--- config.mk ---
export PLATFORM = sky130hd
export DESIGN_NAME = rounded_rect_span_generator
export DESIGN_NICKNAME = d
export VERILOG_FILES = /design/src/rtl/rrs_pkg.sv /design/src/rtl/rrs_prep.sv /design/src/rtl/rrs_sqrt.sv /design/src/rtl/rrs_finish.sv /design/src/rtl/rounded_rect_span_generator.sv
export SDC_FILE = /design/constraint.sdc
export NUM_CORES = 1
export LEC_CHECK = 0
export BUFFER_PORTS_ARGS = -buffer_cell sky130_fd_sc_hd__buf_2
export CORE_MARGIN = 8
export CORE_UTILIZATION = 40
export DETAILED_ROUTE_END_ITERATION = 10
export PLACE_DENSITY = 0.55
export SYNTH_ARGS = -nofsm -noshare
export SYNTH_HDL_FRONTEND = slang
export SYNTH_SLANG_ARGS = --single-unit
export TNS_END_PERCENT = 20
--- constraint.sdc ---
create_clock -name clk -period 12.9 [get_ports clk]
set_input_delay 0.645 -clock clk [delete_from_list [all_inputs] [get_ports clk]]
set_output_delay 0.645 -clock clk [all_outputs]
set_load 0.005 [all_outputs]
--- src/rtl/rrs_pkg.sv ---
// shared types and constants of the rounded rectangle span generator
// no dependencies; imported by every module of the block
`default_nettype none

package rrs_pkg;

    // saturation limit of the rectangle and screen dimensions
    localparam int MAX_DIM   = 2048;

    // field widths
    localparam int DIM_W     = 12;
    localparam int ROW_W     = 11;
    localparam int RAD_W     = 11;
    localparam int SROW_W    = 13;
    localparam int COLOR_W   = 32;
    localparam int DIST_W    = 10;

    // square root datapath
    localparam int PROD_W    = 24;
    localparam int ROOT_BITS = 12;
    localparam int SQRT_STEPS = 3;

    // configuration port
    localparam int CFG_AW    = 5;
    localparam int CFG_DW    = 32;

    typedef enum logic [2:0] {
        REG_LEFT,
        REG_TOP,
        REG_WIDTH,
        REG_HEIGHT,
        REG_RADIUS,
        REG_SCR_W,
        REG_SCR_H,
        REG_COLOR
    } reg_idx_t;

    // configuration with dimensions already saturated
    typedef struct packed {
        logic [DIM_W-1:0]   left;
        logic [DIM_W-1:0]   top;
        logic [DIM_W-1:0]   width;
        logic [DIM_W-1:0]   height;
        logic [RAD_W-1:0]   radius;
        logic [DIM_W-1:0]   scr_w;
        logic [DIM_W-1:0]   scr_h;
        logic [COLOR_W-1:0] color;
    } cfg_t;

    // per item side information carried along the root pipeline
    typedef struct packed {
        logic              ok;
        logic              corner;
        logic [RAD_W-1:0]  radius;
        logic [SROW_W-1:0] sy;
    } side_t;

endpackage

`default_nettype wire

--- src/rtl/rrs_prep.sv ---
// row setup: screen row, visibility, radius clamp, corner distance and product
// depends on rrs_pkg; two register stages
`default_nettype none

module rrs_prep
    import rrs_pkg::*;
(
    input  wire logic              clk,
    input  wire logic              rst_n,
    input  wire logic              adv,
    input  wire cfg_t              cfg,
    input  wire logic              in_vld,
    input  wire logic [ROW_W-1:0]  row,
    output logic                   out_vld,
    output side_t                  out_side,
    output logic [PROD_W-1:0]      out_prod
);

    logic [DIM_W-1:0]    row_ext;
    logic [SROW_W-1:0]   sy;
    logic                ok;
    logic [DIM_W-1:0]    min_side;
    logic [RAD_W-1:0]    half;
    logic [RAD_W-1:0]    rad;
    logic                in_top;
    logic                in_bot;
    logic [DIM_W-1:0]    bot_start;
    logic [DIM_W-1:0]    dist_full;
    logic [DIST_W-1:0]   corner_dist;
    logic [DIST_W:0]     fac_a;
    logic [RAD_W+1:0]    fac_b;
    side_t               side_next;

    logic                vld_a_reg;
    side_t               side_a_reg;
    logic [DIST_W:0]     fac_a_reg;
    logic [RAD_W+1:0]    fac_b_reg;
    logic                vld_b_reg;
    side_t               side_b_reg;
    logic [PROD_W-1:0]   prod_reg;

    // screen row and row visibility
    always_comb
    begin
        row_ext = {1'b0, row};
        sy = {cfg.top[DIM_W-1], cfg.top} + {2'b00, row};
        ok = (cfg.width != '0) && (cfg.height != '0) && (row_ext < cfg.height)
            && !sy[SROW_W-1] && (sy[DIM_W-1:0] < cfg.scr_h);
    end

    // radius clamp and corner distance
    always_comb
    begin
        min_side = (cfg.width < cfg.height) ? cfg.width : cfg.height;
        half = min_side[DIM_W-1:1];
        rad = (cfg.radius > half) ? half : cfg.radius;
        bot_start = cfg.height - {1'b0, rad};
        in_top = row_ext < {1'b0, rad};
        in_bot = row_ext >= bot_start;
        dist_full = in_top ? row_ext : (cfg.height - 12'd1 - row_ext);
        corner_dist = dist_full[DIST_W-1:0];
        // factors of 4r^2 - (2r-1-2d)^2 = (2d+1)(4r-1-2d)
        fac_a = {corner_dist, 1'b1};
        fac_b = {rad, 2'b00} - 13'd1 - {2'b00, corner_dist, 1'b0};
        side_next.ok = ok;
        side_next.corner = (rad != '0) && (in_top || in_bot);
        side_next.radius = rad;
        side_next.sy = sy;
    end

    // valid bits
    always_ff @(posedge clk or negedge rst_n)
    begin
        if (!rst_n)
        begin
            vld_a_reg <= 1'b0;
            vld_b_reg <= 1'b0;
        end
        else if (adv)
        begin
            vld_a_reg <= in_vld;
            vld_b_reg <= vld_a_reg;
        end
    end

    // payload: setup stage then product stage
    always_ff @(posedge clk)
    begin
        if (adv)
        begin
            side_a_reg <= side_next;
            fac_a_reg  <= fac_a;
            fac_b_reg  <= fac_b;
            side_b_reg <= side_a_reg;
            prod_reg   <= PROD_W'(fac_a_reg) * PROD_W'(fac_b_reg);
        end
    end

    assign out_vld  = vld_b_reg;
    assign out_side = side_b_reg;
    assign out_prod = prod_reg;

endmodule

`default_nettype wire

--- src/rtl/rrs_sqrt.sv ---
// pipelined integer square root, a few result bits per stage
// depends on rrs_pkg; carries side information alongside each item
`default_nettype none

module rrs_sqrt
    import rrs_pkg::*;
(
    input  wire logic                  clk,
    input  wire logic                  rst_n,
    input  wire logic                  adv,
    input  wire logic                  in_vld,
    input  wire side_t                 in_side,
    input  wire logic [PROD_W-1:0]     in_val,
    output logic                       out_vld,
    output side_t                      out_side,
    output logic [ROOT_BITS-1:0]       out_root
);

    localparam int NSTG = ROOT_BITS / SQRT_STEPS;

    logic [PROD_W-1:0] rem_reg  [NSTG];
    logic [PROD_W-1:0] res_reg  [NSTG];
    side_t             side_reg [NSTG];
    logic              vld_reg  [NSTG];

    // weight of the trial bit at a given step
    function automatic logic [PROD_W-1:0] step_bit(input int k);
        step_bit = PROD_W'(1) << (2 * (ROOT_BITS - 1 - k));
    endfunction

    for (genvar s = 0; s < NSTG; s++)
    begin : g_stg
        logic [PROD_W-1:0] rem_in;
        logic [PROD_W-1:0] res_in;
        side_t             side_in;
        logic              vld_in;
        logic [PROD_W-1:0] rem_next;
        logic [PROD_W-1:0] res_next;

        if (s == 0)
        begin : g_first
            assign rem_in  = in_val;
            assign res_in  = '0;
            assign side_in = in_side;
            assign vld_in  = in_vld;
        end
        else
        begin : g_rest
            assign rem_in  = rem_reg[s-1];
            assign res_in  = res_reg[s-1];
            assign side_in = side_reg[s-1];
            assign vld_in  = vld_reg[s-1];
        end

        // digit recurrence steps of this stage
        always_comb
        begin
            logic [PROD_W-1:0] rem_t;
            logic [PROD_W-1:0] res_t;
            logic [PROD_W-1:0] trial;
            rem_t = rem_in;
            res_t = res_in;
            for (int j = 0; j < SQRT_STEPS; j++)
            begin
                trial = res_t + step_bit(s * SQRT_STEPS + j);
                if (rem_t >= trial)
                begin
                    rem_t = rem_t - trial;
                    res_t = (res_t >> 1) + step_bit(s * SQRT_STEPS + j);
                end
                else
                begin
                    res_t = res_t >> 1;
                end
            end
            rem_next = rem_t;
            res_next = res_t;
        end

        always_ff @(posedge clk or negedge rst_n)
        begin
            if (!rst_n)
            begin
                vld_reg[s] <= 1'b0;
            end
            else if (adv)
            begin
                vld_reg[s] <= vld_in;
            end
        end

        always_ff @(posedge clk)
        begin
            if (adv)
            begin
                rem_reg[s]  <= rem_next;
                res_reg[s]  <= res_next;
                side_reg[s] <= side_in;
            end
        end
    end

    assign out_vld  = vld_reg[NSTG-1];
    assign out_side = side_reg[NSTG-1];
    assign out_root = res_reg[NSTG-1][ROOT_BITS-1:0];

endmodule

`default_nettype wire

--- src/rtl/rrs_finish.sv ---
// inset, horizontal clipping and result register
// depends on rrs_pkg; output register of the block
`default_nettype none

module rrs_finish
    import rrs_pkg::*;
(
    input  wire logic                  clk,
    input  wire logic                  rst_n,
    input  wire logic                  adv,
    input  wire cfg_t                  cfg,
    input  wire logic                  in_vld,
    input  wire side_t                 in_side,
    input  wire logic [ROOT_BITS-1:0]  in_root,
    output logic                       out_vld,
    output logic                       span_valid,
    output logic [SROW_W-1:0]          screen_row,
    output logic [DIM_W-1:0]           span_start,
    output logic [DIM_W-1:0]           span_end,
    output logic [COLOR_W-1:0]         span_color
);

    logic [RAD_W-1:0]   inset;
    logic [DIM_W+1:0]   x_ext;
    logic [DIM_W+1:0]   left_raw;
    logic [DIM_W+1:0]   right_raw;
    logic [DIM_W-1:0]   left_clip;
    logic [DIM_W-1:0]   right_clip;
    logic               valid_next;

    logic               out_vld_reg;
    logic               span_valid_reg;
    logic [SROW_W-1:0]  screen_row_reg;
    logic [DIM_W-1:0]   span_start_reg;
    logic [DIM_W-1:0]   span_end_reg;
    logic [COLOR_W-1:0] span_color_reg;

    // corner inset and raw span ends
    always_comb
    begin
        inset = in_side.corner ? (in_side.radius - RAD_W'(in_root >> 1)) : '0;
        x_ext = {{2{cfg.left[DIM_W-1]}}, cfg.left};
        left_raw = x_ext + {3'b000, inset};
        right_raw = x_ext + {2'b00, cfg.width} - {3'b000, inset};
    end

    // clip to the screen and check for an empty span
    always_comb
    begin
        if (left_raw[DIM_W+1])
            left_clip = '0;
        else if (left_raw[DIM_W:0] > {1'b0, cfg.scr_w})
            left_clip = cfg.scr_w;
        else
            left_clip = left_raw[DIM_W-1:0];

        if (right_raw[DIM_W+1])
            right_clip = '0;
        else if (right_raw[DIM_W:0] > {1'b0, cfg.scr_w})
            right_clip = cfg.scr_w;
        else
            right_clip = right_raw[DIM_W-1:0];

        valid_next = in_side.ok && (left_clip < right_clip);
    end

    always_ff @(posedge clk or negedge rst_n)
    begin
        if (!rst_n)
        begin
            out_vld_reg <= 1'b0;
        end
        else if (adv)
        begin
            out_vld_reg <= in_vld;
        end
    end

    // result payload; start, end and color zeroed for rows that draw nothing
    always_ff @(posedge clk)
    begin
        if (adv)
        begin
            span_valid_reg <= valid_next;
            screen_row_reg <= in_side.sy;
            span_start_reg <= valid_next ? left_clip : '0;
            span_end_reg   <= valid_next ? right_clip : '0;
            span_color_reg <= valid_next ? cfg.color : '0;
        end
    end

    assign out_vld    = out_vld_reg;
    assign span_valid = span_valid_reg;
    assign screen_row = screen_row_reg;
    assign span_start = span_start_reg;
    assign span_end   = span_end_reg;
    assign span_color = span_color_reg;

endmodule

`default_nettype wire

--- src/rtl/rounded_rect_span_generator.sv ---
// top level of the rounded rectangle span generator: registers, stall control
// depends on rrs_pkg, rrs_prep, rrs_sqrt and rrs_finish
//
//   channel   direction  handshake               payload
//   input     in         in_valid / in_stall     local_row
//   output    out        out_valid / out_stall   span_valid, screen_row, span_start,
//                                                span_end, span_color
//   config    in         apb write, pready = 1   paddr, pwdata, prdata
//
// one item per cycle sustained while out_stall holds no result; each item passes from acceptance to result through
// two setup and product stages, four root stages of three bits each, one clip stage
// the whole pipeline advances together; it holds only while a result waits under out_stall
// rst_n clears the valid bits and loads the register reset values
`default_nettype none

module rounded_rect_span_generator
    import rrs_pkg::*;
(
    input  wire logic                  clk,
    input  wire logic                  rst_n,
    input  wire logic                  psel,
    input  wire logic                  penable,
    input  wire logic                  pwrite,
    input  wire logic [CFG_AW-1:0]     paddr,
    input  wire logic [CFG_DW-1:0]     pwdata,
    output logic [CFG_DW-1:0]          prdata,
    output logic                       pready,
    input  wire logic                  in_valid,
    output logic                       in_stall,
    input  wire logic [ROW_W-1:0]      local_row,
    output logic                       out_valid,
    input  wire logic                  out_stall,
    output logic                       span_valid,
    output logic signed [SROW_W-1:0]   screen_row,
    output logic [DIM_W-1:0]           span_start,
    output logic [DIM_W-1:0]           span_end,
    output logic [COLOR_W-1:0]         span_color
);

    logic [DIM_W-1:0]   left_reg;
    logic [DIM_W-1:0]   top_reg;
    logic [DIM_W-1:0]   width_reg;
    logic [DIM_W-1:0]   height_reg;
    logic [RAD_W-1:0]   radius_reg;
    logic [DIM_W-1:0]   scr_w_reg;
    logic [DIM_W-1:0]   scr_h_reg;
    logic [COLOR_W-1:0] color_reg;

    reg_idx_t           idx;
    logic               wr_en;
    cfg_t               cfg;
    logic               adv;

    logic               prep_vld;
    side_t              prep_side;
    logic [PROD_W-1:0]  prep_prod;
    logic               sqrt_vld;
    side_t              sqrt_side;
    logic [ROOT_BITS-1:0] sqrt_root;
    logic [SROW_W-1:0]  row_out;

    function automatic logic [DIM_W-1:0] sat_dim(input logic [DIM_W-1:0] v);
        sat_dim = (v > DIM_W'(MAX_DIM)) ? DIM_W'(MAX_DIM) : v;
    endfunction

    // register write decode
    assign idx    = reg_idx_t'(paddr[CFG_AW-1:2]);
    assign wr_en  = psel && penable && pwrite && pready;
    assign pready = 1'b1;

    always_ff @(posedge clk or negedge rst_n)
    begin
        if (!rst_n)
        begin
            left_reg   <= '0;
            top_reg    <= '0;
            width_reg  <= '0;
            height_reg <= '0;
            radius_reg <= '0;
            scr_w_reg  <= 12'd1280;
            scr_h_reg  <= 12'd720;
            color_reg  <= '0;
        end
        else if (wr_en)
        begin
            unique case (idx)
                REG_LEFT:   left_reg   <= pwdata[DIM_W-1:0];
                REG_TOP:    top_reg    <= pwdata[DIM_W-1:0];
                REG_WIDTH:  width_reg  <= pwdata[DIM_W-1:0];
                REG_HEIGHT: height_reg <= pwdata[DIM_W-1:0];
                REG_RADIUS: radius_reg <= pwdata[RAD_W-1:0];
                REG_SCR_W:  scr_w_reg  <= pwdata[DIM_W-1:0];
                REG_SCR_H:  scr_h_reg  <= pwdata[DIM_W-1:0];
                REG_COLOR:  color_reg  <= pwdata[COLOR_W-1:0];
                default:    color_reg  <= color_reg;
            endcase
        end
    end

    // register readback
    always_comb
    begin
        unique case (idx)
            REG_LEFT:   prdata = CFG_DW'(left_reg);
            REG_TOP:    prdata = CFG_DW'(top_reg);
            REG_WIDTH:  prdata = CFG_DW'(width_reg);
            REG_HEIGHT: prdata = CFG_DW'(height_reg);
            REG_RADIUS: prdata = CFG_DW'(radius_reg);
            REG_SCR_W:  prdata = CFG_DW'(scr_w_reg);
            REG_SCR_H:  prdata = CFG_DW'(scr_h_reg);
            REG_COLOR:  prdata = color_reg;
            default:    prdata = '0;
        endcase
    end

    // saturated view of the configuration
    always_comb
    begin
        cfg.left   = left_reg;
        cfg.top    = top_reg;
        cfg.width  = sat_dim(width_reg);
        cfg.height = sat_dim(height_reg);
        cfg.radius = radius_reg;
        cfg.scr_w  = sat_dim(scr_w_reg);
        cfg.scr_h  = sat_dim(scr_h_reg);
        cfg.color  = color_reg;
    end

    // pipeline advances unless a finished item is held by the sink
    assign adv      = !(out_valid && out_stall);
    assign in_stall = !adv;

    rrs_prep u_prep (
        .clk      (clk),
        .rst_n    (rst_n),
        .adv      (adv),
        .cfg      (cfg),
        .in_vld   (in_valid),
        .row      (local_row),
        .out_vld  (prep_vld),
        .out_side (prep_side),
        .out_prod (prep_prod)
    );

    rrs_sqrt u_sqrt (
        .clk      (clk),
        .rst_n    (rst_n),
        .adv      (adv),
        .in_vld   (prep_vld),
        .in_side  (prep_side),
        .in_val   (prep_prod),
        .out_vld  (sqrt_vld),
        .out_side (sqrt_side),
        .out_root (sqrt_root)
    );

    rrs_finish u_finish (
        .clk        (clk),
        .rst_n      (rst_n),
        .adv        (adv),
        .cfg        (cfg),
        .in_vld     (sqrt_vld),
        .in_side    (sqrt_side),
        .in_root    (sqrt_root),
        .out_vld    (out_valid),
        .span_valid (span_valid),
        .screen_row (row_out),
        .span_start (span_start),
        .span_end   (span_end),
        .span_color (span_color)
    );

    assign screen_row = $signed(row_out);

endmodule

`default_nettype wire
# Word-level counts from Yosys, hierarchy flattened
# Memories as Yosys holds them, arrays and structs flattened.
# Index checks and enable logic that the tools add are counted.
totals:
  memories: 3
  elab_cells: 172
  mem_bits_rw: 296
  regBits: 291
  in_bits: 55
memory_table:
  columns: ["name", "words", "word_bits", "read_ports", "rd_clocked_by_memory_dff", "write_ports", "line", "text"]
  rows:
  - ["u_sqrt.side_reg", 4, 26, 4, 0, 4, "rrs_sqrt.sv:23", "side_t side_reg [NSTG];"]
  - ["u_sqrt.rem_reg", 4, 24, 3, 0, 4, "rrs_sqrt.sv:21", "logic [PROD_W-1:0] rem_reg [NSTG];"]
  - ["u_sqrt.res_reg", 4, 24, 4, 0, 4, "rrs_sqrt.sv:22", "logic [PROD_W-1:0] res_reg [NSTG];"]
classes:
  muxes: 38
  n_reduce_logical: 23
  order_cmp: 25
  add_sub_neg: 44
  n_mul: 1
  n_eq_ne: 7
op_table:
  columns: ["op", "count"]
  rows:
  - ["$mux W24", 23]
  - ["$ge A24 B24 Y1", 11]
  - ["$sub A24 B24 Y24", 11]
  - ["$pmux W32 S8", 1]
  - ["$mux W12", 9]
  - ["$gt A12 B12 Y1 const B", 4]
  - ["$lt A12 B12 Y1", 3]
  - ["$add A12 B12 Y13", 2]
  - ["$gt A13 B12 Y1", 2]
  - ["$add A23 B1 Y24 const B", 1]
  - ["$add A23 B11 Y24 const B", 1]
  - ["$add A23 B13 Y24 const B", 1]
  - ["$add A23 B15 Y24 const B", 1]
  - ["$add A23 B17 Y24 const B", 1]
  - ["$add A23 B19 Y24 const B", 1]
  - ["$add A23 B21 Y24 const B", 1]
  - ["$add A23 B3 Y24 const B", 1]
  - ["$add A23 B5 Y24 const B", 1]
  - ["$add A23 B7 Y24 const B", 1]
  - ["$add A23 B9 Y24 const B", 1]
  - ["$add A24 B1 Y24 const B", 1]
  - ["$add A24 B11 Y24 const B", 1]
  - ["$add A24 B13 Y24 const B", 1]
  - ["$add A24 B15 Y24 const B", 1]
  - ["36 further kinds", 57]

# Logic depth before layout (Yosys ltp)
logic_depth:
  word_depth: 10
  ltp_mapped: 47

# Hierarchy
# Synthesis repeated with hierarchy kept, for this count alone.
unflattened:
  cells_unflattened: 3323
  area_unflattened_um2: 35808.1
modules_own_cells:
  columns: ["module", "area_each_um2", "instances", "cells_each"]
  rows:
  - ["rrs_sqrt", 12971.2, 1, 1206]
  - ["rrs_prep", 11283.3, 1, 1115]
  - ["rrs_finish", 5948.2, 1, 563]
  - ["rounded_rect_span_generator", 5605.4, 1, 439]

# Worst setup path before layout
# Ideal clock, no wire load.
synth_path:
  kind: "input -> register"
  start: "input port out_stall"
  end: "register u_prep.vld_b_reg (netlist: u_prep.out_vld)"
  setup_slack_ps: 3179
  arrival_ps: 9614
  n_path_buf: 0
  path_stages: 2
  required_time_ps: 12792
  path_cell_list: "nand2_1 mux2_2"
synth_via:
  elab_chain_cells: 1
synth_lines:
  columns: ["element", "line", "text"]
  rows:
  - ["from (decl)", "rounded_rect_span_generator.sv:32", "input wire logic out_stall,"]
  - ["$logic_and A1 B1 Y1", "rounded_rect_span_generator.sv:130", "assign adv = !(out_valid && out_stall);"]
  - ["to (signal assigned)", "rrs_prep.sv:82", "vld_b_reg <= vld_a_reg;"]
  - ["to (decl)", "rrs_prep.sv:38", "logic vld_b_reg;"]
# Every way passes these cells.
# A chain may end at the register's enable or synchronous reset.

# Worst setup path in the final report
layout_path:
  start: "register width_reg[11]"
  end: "register u_prep.fac_b_reg[12] (data pin)"
layout_via:
  elab_chain_cells: 9
  elab_cells_between_ends: 10
layout_lines:
  columns: ["element", "line", "text"]
  rows:
  - ["from (decl)", "rounded_rect_span_generator.sv:42", "logic [DIM_W-1:0] width_reg;"]
  - ["from (signal assigned)", "rounded_rect_span_generator.sv:89", "REG_WIDTH: width_reg <= pwdata[DIM_W-1:0];"]
  - ["$gt A12 B12 Y1", "rounded_rect_span_generator.sv:63", "sat_dim = (v > DIM_W'(MAX_DIM)) ? DIM_W'(MAX_DIM) : v;"]
  - ["$mux W12 (*)", "rounded_rect_span_generator.sv:63", null]
  - ["$lt A12 B12 Y1", "rrs_prep.sv:54", "min_side = (cfg.width < cfg.height) ? cfg.width : cfg.height;"]
  - ["$mux W12 (*)", "rrs_prep.sv:54", null]
  - ["$gt A11 B11 Y1", "rrs_prep.sv:56", "rad = (cfg.radius > half) ? half : cfg.radius;"]
  - ["$mux W11 (*)", "rrs_prep.sv:56", null]
  - ["named net u_prep.rad[9]", "rrs_prep.sv:24", "logic [RAD_W-1:0] rad;"]
  - ["$lt A11 B11 Y1", "rrs_prep.sv:58", "in_top = row_ext < {1'b0, rad};"]
  - ["$mux W10", "rrs_prep.sv:60", "dist_full = in_top ? row_ext : (cfg.height - 12'd1 - row_ext);"]
  - ["$sub A13 B11 Y13 (*)", "rrs_prep.sv:64", "fac_b = {rad, 2'b00} - 13'd1 - {2'b00, corner_dist, 1'b0};"]
  - ["named net u_prep.fac_b[12]", "rrs_prep.sv:31", "logic [RAD_W+1:0] fac_b;"]
  - ["to (signal assigned)", "rrs_prep.sv:93", "fac_b_reg <= fac_b;"]
  - ["to (decl)", "rrs_prep.sv:37", "logic [RAD_W+1:0] fac_b_reg;"]
# The timed path passes the listed nets; every way through them passes the cells marked *.

==> out/metrics.yaml <==
final_cell_mix: "edfxtp_1, inv_1, ha_1"
critical_path.max_fanout: 21
hold_buffers_post_cts: 0
drt_wl_total_um: 77800
global_route_wire_length_before_repair_um: 123200
worst-setup-path-type: "flop to flop"
grt_setup_unrepaired: "no"
worst_setup_path_start_kind: "flop"
multi_input_area_mm2: 0.01675
fin_nets: 3555
clk_latency_ps: 610
cell_area_after_synthesis_mm2: 0.03235
initial_utilization_pct: 40.30
die_width_um: 300.4
synth_enable_flop_cells: 365
synth-seq-cells: 487
floorplan.core_area_mm2: 0.08029
cpPeakStageDelay_ps: 850
grt.total_usage_pct: 16.94
place.gp.congestion: 0.8659
dominantRegCellSynth: "edfxtp_1"
final_period_minus_worst_setup_slack_ps: 10140
tightestPinTransition_ps: 1289
slew_headroom_pct: 13.78
min_period_over_period_pct: 78.60
clk_path_buf_depth: 3
grt_pass1_vias: 21960
clk_pin_slew_worst_paths_ps: 60
fp.dieArea_mm2: 0.09024
cts_tree: "done"
fillCellCount: 7490
number_of_flip_flops_in_the_largest_register: 104
remaining_drc_errors: 0
drt_antenna_net_count: 0
number_of_antenna_violations_at_the_first_check_in_global_routing: 0
synth_fp_nets: 3404
syn_inst: 2924
drive_gt1_share_pct: 14.01
outcome: "completed"
finish_stage_setup_viols: 0
post_cts.repair.setup_buffers: 0
chipHeight_um: 300.4
cp_common_cell: "a21o_1"
cp.arrival_ps: 10480
cts.repair.resized: 0
htree_num_levels: 2
pin_count: 160
detailroute.via_count: 21830
via_per_inst: 5.222
worst-endpoint-required_ps: 13250
crit_slowest_cell: "dfrtp_1"
critical_path.endpoint_type: "flop"
antenna_cells: 0
ys_seq_area_share_pct: 43.34
asyncSetResetFlopFracSynth_pct: 25.05
regArea_mm2: 0.01402
wire_per_inst_um: 18.61
cts-buffers-inserted: 55
maximum_number_of_pins_on_one_net_before_global_route_repair: 108
max_cap_viol_count: 0
detailedPlacementHpwl_um: 60590
min-delay-path-class: "input port to asynchronous set/reset pin"
layout-area-overhead-vs-synth_pct: 11.21
yosysWarnings: 0
cts_root_buf: "clkbuf_16"
rows: 104
drt_first_pass_iters: 5
global_route.overflow_total: 0
ys_types: 91
number_of_pins_with_negative_max_slew_slack_in_the_final_report: 0
max_freq_mhz: 98.63
report.final.hold_viol_count: 0
setup_total_negative_slack_ps: 0
syn-mean-instance-area_um2: 11.07
finalClockSkew_ps: 39.87
clkSinkCount: 487
port_buffers: 156
most_common_cell_after_layout_fill_and_taps_aside: "edfxtp_1"
initialDrtViolationCount: 1446
## through the flow
| step | util [%] | hold slack, ps | area [um2] | cells | setup slack (ps) |
|---|---|---|---|---|---|
| floorplan | - | 349.4 | 32350 | 2924 | 3179 |
| global placement | 42.71 | 400.5 | 34290 | 4078 | 3045 |
| detailed placement | 42.71 | 404.5 | 34290 | 4078 | 2967 |
| CTS | 44.82 | 53.10 | 35980 | 4180 | 2906 |
| global route | 44.82 | 97.94 | 35980 | 4180 | 2143 |
| finish | 44.82 | 69.20 | 35980 | 4180 | 2761 |
## logic make-up after synthesis
kind of cell | after synthesis | share of synthesized area, %
and+or+nand+nor | 726 | 11.28
AOI/OAI and AO/OA | 530 | 10.64
DFF | 487 | 43.33
adders and majority gates | 425 | 19.13
buffers and inverters | 418 | 4.931
muxes | 199 | 6.934
xor gates and xnor gates | 138 | 3.736
other | 1 | 0.01159
## area by class of cell
type | count | share of cell area [%]
clock buffers | 70 | 4.093
multi-input cells | 2019 | 46.55
well taps | 1060 | 3.686
repair buffers | 172 | 2.545
flip-flops and latches | 487 | 38.97
inverters | 340 | 3.547
clock inverters | 32 | 0.6085
## synthesized netlist by cell type (7+ instances only)
cell      instances  area share, %
edfxtp_1        365             34
inv_1           339            3.9
ha_1            309             12
nand2_1         217            2.5
a21oi_1         164            2.5
nor2_1          146            1.7
mux2_2          141            4.9
and2_1          116            2.2
dfrtp_1         116            9.0
fa_1            116            7.2
o21ai_0         102            1.6
xnor2_1          92            2.5
clkbuf_1         60           0.70
a21o_1           59            1.4
mux2i_1          52            1.6
nor3_1           47           0.73
xor2_1           46            1.2
nand2b_1         39           0.75
nor2b_1          39           0.75
o21a_1           31           0.72
nand3_1          29           0.45
o21bai_1         26           0.60
a31oi_1          20           0.39
and3_1           18           0.35
nand4_1          18           0.35
o31ai_1          14           0.32
a211oi_1         13           0.30
nor4_1           12           0.23
a21boi_0         11           0.26
buf_1             9           0.10
o211ai_1          9           0.21
or3_1             8           0.15
a22o_1            7           0.19
or2_2             7           0.14
## per-layer routing
metal,global-route usage [%],vias to the layer above,wire length [um]
met5,0,-,0
met4,4.320,0,1646
met3,2.091,91,3300
met2,27.48,431,36060
met1,23.96,10740,36790
li1,-,10560,-
## final timing paths
kind	slack [ps]	cells after the start	to	from
min	70	1	u_sqrt.g_stg[2].vld_in	rst_n
min in group clk	260	2	color_reg[21]	pwdata[21]
max	2760	42	u_prep.fac_b_reg[12]	width_reg[11]
max in group asynchronous	11340	2	top_reg[7]	rst_n
max reg2reg	2760	42	u_prep.fac_b_reg[12]	width_reg[11]
min reg2reg	400	0	u_sqrt.rem_reg[1][6]	u_sqrt.rem_reg[0][6]
## critical path, delay by kind of cell, from the launching register on
| family | cells | cell delay, ps |
|---|---|---|
| xor+xnor | 1 | 160 |
| buf+inv | 5 | 440 |
| fa+ha+maj | 5 | 1520 |
| simple gates | 4 | 820 |
| flops | 1 | 850 |
| compound gates | 25 | 5460 |
| mux | 2 | 580 |
Power is not shown: default switching activity piles up to over one toggle a cycle in this logic, so the estimate is an artifact.
